==> src/bts_pkg.sv <==
`default_nettype none

package bts_pkg;

    localparam int DEF_MAX_LEVELS   = 8;
    localparam int DEF_MAX_BUCKET   = 4;
    localparam int DEF_PAYLOAD_BITS = 64;

    localparam int KEY_W      = 32;
    localparam int CFG_LVL_W  = 4;
    localparam int CFG_CAP_W  = 3;
    localparam int CFG_DATA_W = 4;
    localparam int CFG_IDX_W  = 1;
    localparam int OUT_USER_W = 3;

    localparam int LEVELS_RST = 8;
    localparam int CAP_RST    = 4;

    localparam logic [CFG_IDX_W-1:0] REG_LEVELS = 1'd0;
    localparam logic [CFG_IDX_W-1:0] REG_CAP    = 1'd1;

    localparam int OSEL_W = 3;
    localparam logic [OSEL_W-1:0] OSEL_ERR    = 3'd0;
    localparam logic [OSEL_W-1:0] OSEL_PLACED = 3'd1;
    localparam logic [OSEL_W-1:0] OSEL_FULL   = 3'd2;
    localparam logic [OSEL_W-1:0] OSEL_MID    = 3'd3;
    localparam logic [OSEL_W-1:0] OSEL_END    = 3'd4;

    typedef struct packed {
        logic              cap_item;
        logic              init_walk;
        logic              step;
        logic              latch_fill;
        logic              do_place;
        logic              j_inc;
        logic              pend_load;
        logic              out_load;
        logic [OSEL_W-1:0] out_sel;
    } t_dp_cmd;

    typedef struct packed {
        logic leaf_bad;
        logic is_read;
        logic fits;
        logic fill_zero;
        logic at_end;
        logic slot_last;
        logic pend_valid;
        logic out_free;
    } t_dp_sts;

    function automatic int leaf_w(int max_levels);
        return (max_levels > 1) ? max_levels - 1 : 1;
    endfunction

    function automatic int slot_w(int max_bucket);
        return (max_bucket > 1) ? $clog2(max_bucket) : 1;
    endfunction

    function automatic int fill_w(int max_bucket);
        return $clog2(max_bucket + 1);
    endfunction

    function automatic int in_tdata_w(int max_levels, int payload_bits);
        int w;
        w = leaf_w(max_levels) + KEY_W + payload_bits;
        return ((w + 7) >> 3) << 3;
    endfunction

    function automatic int out_tdata_w(int max_levels, int max_bucket, int payload_bits);
        int w;
        w = max_levels + slot_w(max_bucket) + KEY_W + leaf_w(max_levels) + payload_bits;
        return ((w + 7) >> 3) << 3;
    endfunction

endpackage

`default_nettype wire

==> src/bts_ctrl.sv <==
`default_nettype none

module bts_ctrl (
    input  logic             i_clk,
    input  logic             i_rst_n,
    input  logic             i_s_axis_tvalid,
    output logic             o_s_axis_tready,
    input  bts_pkg::t_dp_sts i_sts,
    output bts_pkg::t_dp_cmd o_cmd
);

    localparam logic [2:0] ST_IDLE     = 3'd0;
    localparam logic [2:0] ST_CHECK    = 3'd1;
    localparam logic [2:0] ST_FILL_RD  = 3'd2;
    localparam logic [2:0] ST_FILL_CHK = 3'd3;
    localparam logic [2:0] ST_SLOT_RD  = 3'd4;
    localparam logic [2:0] ST_SLOT_CHK = 3'd5;
    localparam logic [2:0] ST_FINISH   = 3'd6;

    logic [2:0] r_state;
    logic [2:0] n_state;

    assign o_s_axis_tready = (r_state == ST_IDLE);

    always_comb begin
        n_state = r_state;
        o_cmd   = '0;
        unique case (r_state)
            ST_IDLE: begin
                if (i_s_axis_tvalid) begin
                    o_cmd.cap_item = 1'b1;
                    n_state        = ST_CHECK;
                end
            end
            ST_CHECK: begin
                if (i_sts.leaf_bad) begin
                    if (i_sts.out_free) begin
                        o_cmd.out_load = 1'b1;
                        o_cmd.out_sel  = bts_pkg::OSEL_ERR;
                        n_state        = ST_IDLE;
                    end
                end else begin
                    o_cmd.init_walk = 1'b1;
                    n_state         = ST_FILL_RD;
                end
            end
            ST_FILL_RD: begin
                n_state = ST_FILL_CHK;
            end
            ST_FILL_CHK: begin
                if (!i_sts.is_read) begin
                    if (i_sts.fits) begin
                        if (i_sts.out_free) begin
                            o_cmd.do_place = 1'b1;
                            o_cmd.out_load = 1'b1;
                            o_cmd.out_sel  = bts_pkg::OSEL_PLACED;
                            n_state        = ST_IDLE;
                        end
                    end else if (i_sts.at_end) begin
                        if (i_sts.out_free) begin
                            o_cmd.out_load = 1'b1;
                            o_cmd.out_sel  = bts_pkg::OSEL_FULL;
                            n_state        = ST_IDLE;
                        end
                    end else begin
                        o_cmd.step = 1'b1;
                        n_state    = ST_FILL_RD;
                    end
                end else begin
                    o_cmd.latch_fill = 1'b1;
                    if (!i_sts.fill_zero) begin
                        n_state = ST_SLOT_RD;
                    end else if (i_sts.at_end) begin
                        n_state = ST_FINISH;
                    end else begin
                        o_cmd.step = 1'b1;
                        n_state    = ST_FILL_RD;
                    end
                end
            end
            ST_SLOT_RD: begin
                n_state = ST_SLOT_CHK;
            end
            ST_SLOT_CHK: begin
                if (!i_sts.pend_valid || i_sts.out_free) begin
                    if (i_sts.pend_valid) begin
                        o_cmd.out_load = 1'b1;
                        o_cmd.out_sel  = bts_pkg::OSEL_MID;
                    end
                    o_cmd.pend_load = 1'b1;
                    if (!i_sts.slot_last) begin
                        o_cmd.j_inc = 1'b1;
                        n_state     = ST_SLOT_RD;
                    end else if (i_sts.at_end) begin
                        n_state = ST_FINISH;
                    end else begin
                        o_cmd.step = 1'b1;
                        n_state    = ST_FILL_RD;
                    end
                end
            end
            ST_FINISH: begin
                if (i_sts.out_free) begin
                    o_cmd.out_load = 1'b1;
                    o_cmd.out_sel  = bts_pkg::OSEL_END;
                    n_state        = ST_IDLE;
                end
            end
            default: begin
                n_state = ST_IDLE;
            end
        endcase
    end

    always_ff @(posedge i_clk) begin
        if (!i_rst_n) begin
            r_state <= ST_IDLE;
        end else begin
            r_state <= n_state;
        end
    end

    assert property (@(posedge i_clk) disable iff (!i_rst_n)
        o_cmd.out_load |-> i_sts.out_free)
        else $error("result loaded over a beat not yet taken");

    assert property (@(posedge i_clk) disable iff (!i_rst_n)
        o_cmd.do_place |-> (i_sts.fits && !i_sts.is_read))
        else $error("block stored into a full bucket or on a read");

    assert property (@(posedge i_clk) disable iff (!i_rst_n)
        o_cmd.cap_item |=> (r_state == ST_CHECK))
        else $error("accepted item not checked next cycle");

endmodule

`default_nettype wire

==> config.mk <==
export PLATFORM = sky130hd
export DESIGN_NAME = bts_ctrl
export DESIGN_NICKNAME = d
export VERILOG_FILES = /design/src/bts_pkg.sv /design/src/bts_ctrl.sv
export SDC_FILE = /design/constraint.sdc
export NUM_CORES = 1
export LEC_CHECK = 0
export BUFFER_PORTS_ARGS = -buffer_cell sky130_fd_sc_hd__clkbuf_2
export CORE_MARGIN = 1.5
export CORE_UTILIZATION = 35
export CTS_BUF_LIST = sky130_fd_sc_hd__clkbuf_8
export DETAILED_ROUTE_END_ITERATION = 8
export PLACE_DENSITY = 0.75
export SKIP_LAST_GASP = 1
export SYNTH_ARGS = -nofsm -noshare
export SYNTH_HDL_FRONTEND = slang
export SYNTH_SLANG_ARGS = --single-unit
==> constraint.sdc <==
create_clock -name i_clk -period 2.75 [get_ports i_clk]
set_clock_uncertainty 0.05 [all_clocks]
set_input_delay 0.1375 -clock i_clk [delete_from_list [all_inputs] [get_ports i_clk]]
set_output_delay 0.1375 -clock i_clk [all_outputs]
set_load 0.01 [all_outputs]
After elaboration in Yosys (flattened, before gate mapping). Cells that the tools add are included.

Output and inout port bits: 12. Bits in registers: 3. Logic and storage cells: 53. Bits of input ports: 11.

Mux-type cells: 40. Reduce and logical (&&, ||, !) cells: 4. Eq/ne operators: 8.

Operators with widths (count): $mux 4 (9); $mux 3 (10); $pmux 3 s7 (1); $pmux 4 s4 (1); $mux 1 (15); $eq 3x3->1 const B (3); $eq 3x2->1 const B (2); $mux 6 (1); $mux 2 (2); $ne 2x2->1 const B (2); $eq 3x1->1 const B (1); $logic_not 3->1 (1); $pmux 1 s2 (1); $reduce_and 2->1 (1); $logic_not 1->1 (1); $logic_or 1x1->1 (1).

Depth between registers and ports, before layout.
Word-level depth: 5. Gate-level depth with buffers: 5. Depth with buffers taken out: 4.

Worst setup path after synthesis. No wires, ideal clock.

Path kind: register to output. Start point: register r_state[0]. End point: output o_cmd[8] in the netlist's numbering. Arrival: 1.036 ns. Data required time: 2.562 ns. Path slack: 1.526 ns. Buffers on the path: 1. Cell stages (with the launch flop): 6. Cell sequence: dfxtp_1 buf_6 and2b_4 and3b_2 nand2_1 a21oi_2.

RTL lines: start: declaration (line bts_ctrl.sv:20) `logic [2:0] r_state;`; start signal: assignment (line bts_ctrl.sv:119) `r_state <= n_state;`; end: declaration (line bts_ctrl.sv:9) `output bts_pkg::t_dp_cmd o_cmd`.

==> results.md <==
- Pwr dens: 376 mW/mm^2
- Placeable core region: 0.00117 sq mm
- Buffers on Ports: 22
- DR vias: 509
- Library cell used as clock root buffer: clkbuf_8
- VDD IR max: 0.312 mV
- Pwr Total: 0.225 mW
- Number of flops mapped to enable cells by yosys: 0
- Die Outline Area: 0.00154 sq mm
- Final number of hold-violating endpoints: 0
- Final setup violation count: 0
- Number of hold-repair buffers added at the cts stage: 0
- Yosys warnings: 0
- Starting DRT DRC Count: 16
- Leakage: 0.328 nW
- Synth Cell Area: 459 sq um
- Final Slew Violations: 0
- Number of buffers inserted by post-CTS setup repair: 0
- Via count of the first global-routing pass: 415
- Registers with the most flip-flops: r_state (3)
- Worst Path Buf+Inv: 1
- Total gr overflow: 0
- Final period utilization: 62.4%
- CTS tree: yes
- Setup slack at placement: 1.27 ns
- Global routing usage summed across all routing layers: 17.5%
- Half-perimeter wire length after placement: 869 um
- Dominant delay contributor by cell family on the critical path: flip-flops
- Biggest cell delay along the critical path: 0.60 ns
- Critical Path Slowest Stage Cell: dfxtp_1
- Number of buffers between clock root and the deepest sink: 2
- Number of nets produced by synthesis: 74
- Unrepaired setup endpoints after global routing: no
- Most common cell in the netlist: nand2_1
- Cell-by-cell trace of the critical path: and2b_4 -> and3b_2 -> nor2b_1 -> clkbuf_2
- Main synth FF type: dfxtp_1
- Fmax achieved: 0.583 GHz
- Tightest Pin Transition: 0.552 ns
- Minimum clock period: 1.72 ns
- Gates resized, CTS repair: 0
- Count of standard-cell rows: 12
- Die Span X: 39.2 um
- CP Data Required Time: 2.56 ns
- Number of nets with antenna violations after detailed routing: 0
- DRC violations left: 0
- Synth top area cells: dfxtp_1 13%, nand2_1 8.2%, nor2b_1 8.2%, buf_6 4.9%, nand3b_4 4.4%
- Die height: 39.2 um
- Type of element capturing the critical path: output port
- Top post-synthesis cells by count: 10 x nand2_1, 6 x nor2b_1
- Number of vias per cell: 5.14
- Effective utilization at floorplan: 39.2%
- Number of diodes: 0
- Post-Route Setup TNS: 0 ns
- MaxCap Viol Count: 0
- Clk Latency, worst-skew pair: 0.22 ns
- Sinks on the clock net: 3
- Number of different library cells in the post-synthesis netlist: 33
- First-pass GRT wire length: 1.81 mm
- Hold WC Path Type: in2reg
- Startpoint type of the worst setup path: register
- Outcome: completed
- Area growth from synthesis to layout: 30.0%
- Number of nets in the layout: 97
- Relative slew slack: 63.1%
- Register clock-pin slew on the reported worst setup and hold paths: 0.03 ns
- Syn Area/Cell: 7.29 sq um
- Initial antenna violation count: 0
- Count of boundary I/O pins: 23
- Share of post-route cells with drive strength above 1: 41.2%
- Pin count of the biggest net entering global routing: 16
- Critical Setup Path Class: reg2out
- Final wirelength: 1.15 mm
- Max FO, Critical Path: 12
- Placer congestion estimate: 0.859
- Cell type with the highest aggregate area in the netlist: dfxtp_1
- Gate count of the mapped netlist: 63
- Register containing the most flip-flops in the final layout: r_state
- Flip-flop count of the largest register, all copies and words added: 3
- Area share of the largest cell type after synthesis: 13.1%
- CTS HTree Levels: 1
- Final setup margin: 1.03 ns
- Post-synthesis async set-or-reset flop share: 0%
- Routed len/inst: 11.6 um
- Reg-to-reg slack, setup: 1.34 ns
- Cts bufs inserted: 3
- Length of the first detailed-routing pass in iterations: 4
- Data arrival at the endpoint of the critical path: 1.53 ns
- Share of synthesized area occupied by flip-flops and latches: 13.1%
- Synth Register Bits: 3
- Fillcell total: 119
-- worst reg2reg max path: stages (launching register included) --
cell and delay [ns]:
dfxtp_1 0.66, nand3b_4 0.28, a2bb2oi_1 0.20, o22ai_1 0.11
-- logic make-up after synthesis --
group           synth area share [%]
buf+inv                         10.1
simple gates                    49.0
compound gates                  27.8
flops                           13.1
-- layout by cell type, fill, tap and decap left out, types with 2 or more instances in the layout --
cell / count
a21oi_2: 2
nand2_1: 10
nand3_1: 3
o21ai_0: 3
inv_1: 4
nor2_1: 3
o21ai_1: 3
clkbuf_8: 3
dfxtp_1: 3
and2_1: 2
nand4_1: 2
nor2b_1: 6
clkbuf_2: 22
-- layout make-up --
class | count | area, sq um | area share, %
Multi-Input combinational cell | 53 | 353 | 59.1
Timing Repair Buffer | 22 | 110 | 18.4
Sequential cell | 3 | 60.1 | 10.1
Clock buffer | 3 | 41.3 | 6.92
Tap cell | 14 | 17.5 | 2.94
Inverter | 3 | 11.3 | 1.89
Clock inverter | 1 | 3.75 | 0.629
-- final timing paths --
check	depth (start not counted)	to	from
max reg2reg	3	r_state[2]$_SDFFE_PN0P_	r_state[2]$_SDFFE_PN0P_
min	3	r_state[2]$_SDFFE_PN0P_	i_rst_n
max	4	o_cmd[5]	r_state[1]$_SDFFE_PN0P_
min reg2reg	2	r_state[2]$_SDFFE_PN0P_	r_state[2]$_SDFFE_PN0P_
-- stage by stage --
step	area [sq um]	utilization (%)	std cells	hold slack [ns]
floorplan	459	-	63	0.227
global placement	552	47.1	95	0.353
detailed placement	552	47.1	95	0.357
CTS	597	51.0	99	0.131
global route	597	51.0	99	0.154
finish	597	51.0	99	0.139
-- metal layers --
metal  vias to the layer above  routed length (um)  GRT usage, %
met1                       225                 550          23.4
met2                        18                 551          26.7
met5                         -                   0             0
met3                         0                  49          5.20
li1                        266                   -             -
met4                         0                   0          5.17
-- power breakdown --
part	switching [mW]	internal [mW]	leakage, nW
Sequential	0.00658	0.0458	0.0245
Combinational	0.0252	0.0237	0.276
Clock	0.0283	0.0949	0.0269
Total	0.0601	0.164	0.328
No activity file was read; power rests on OpenSTA's default activity.
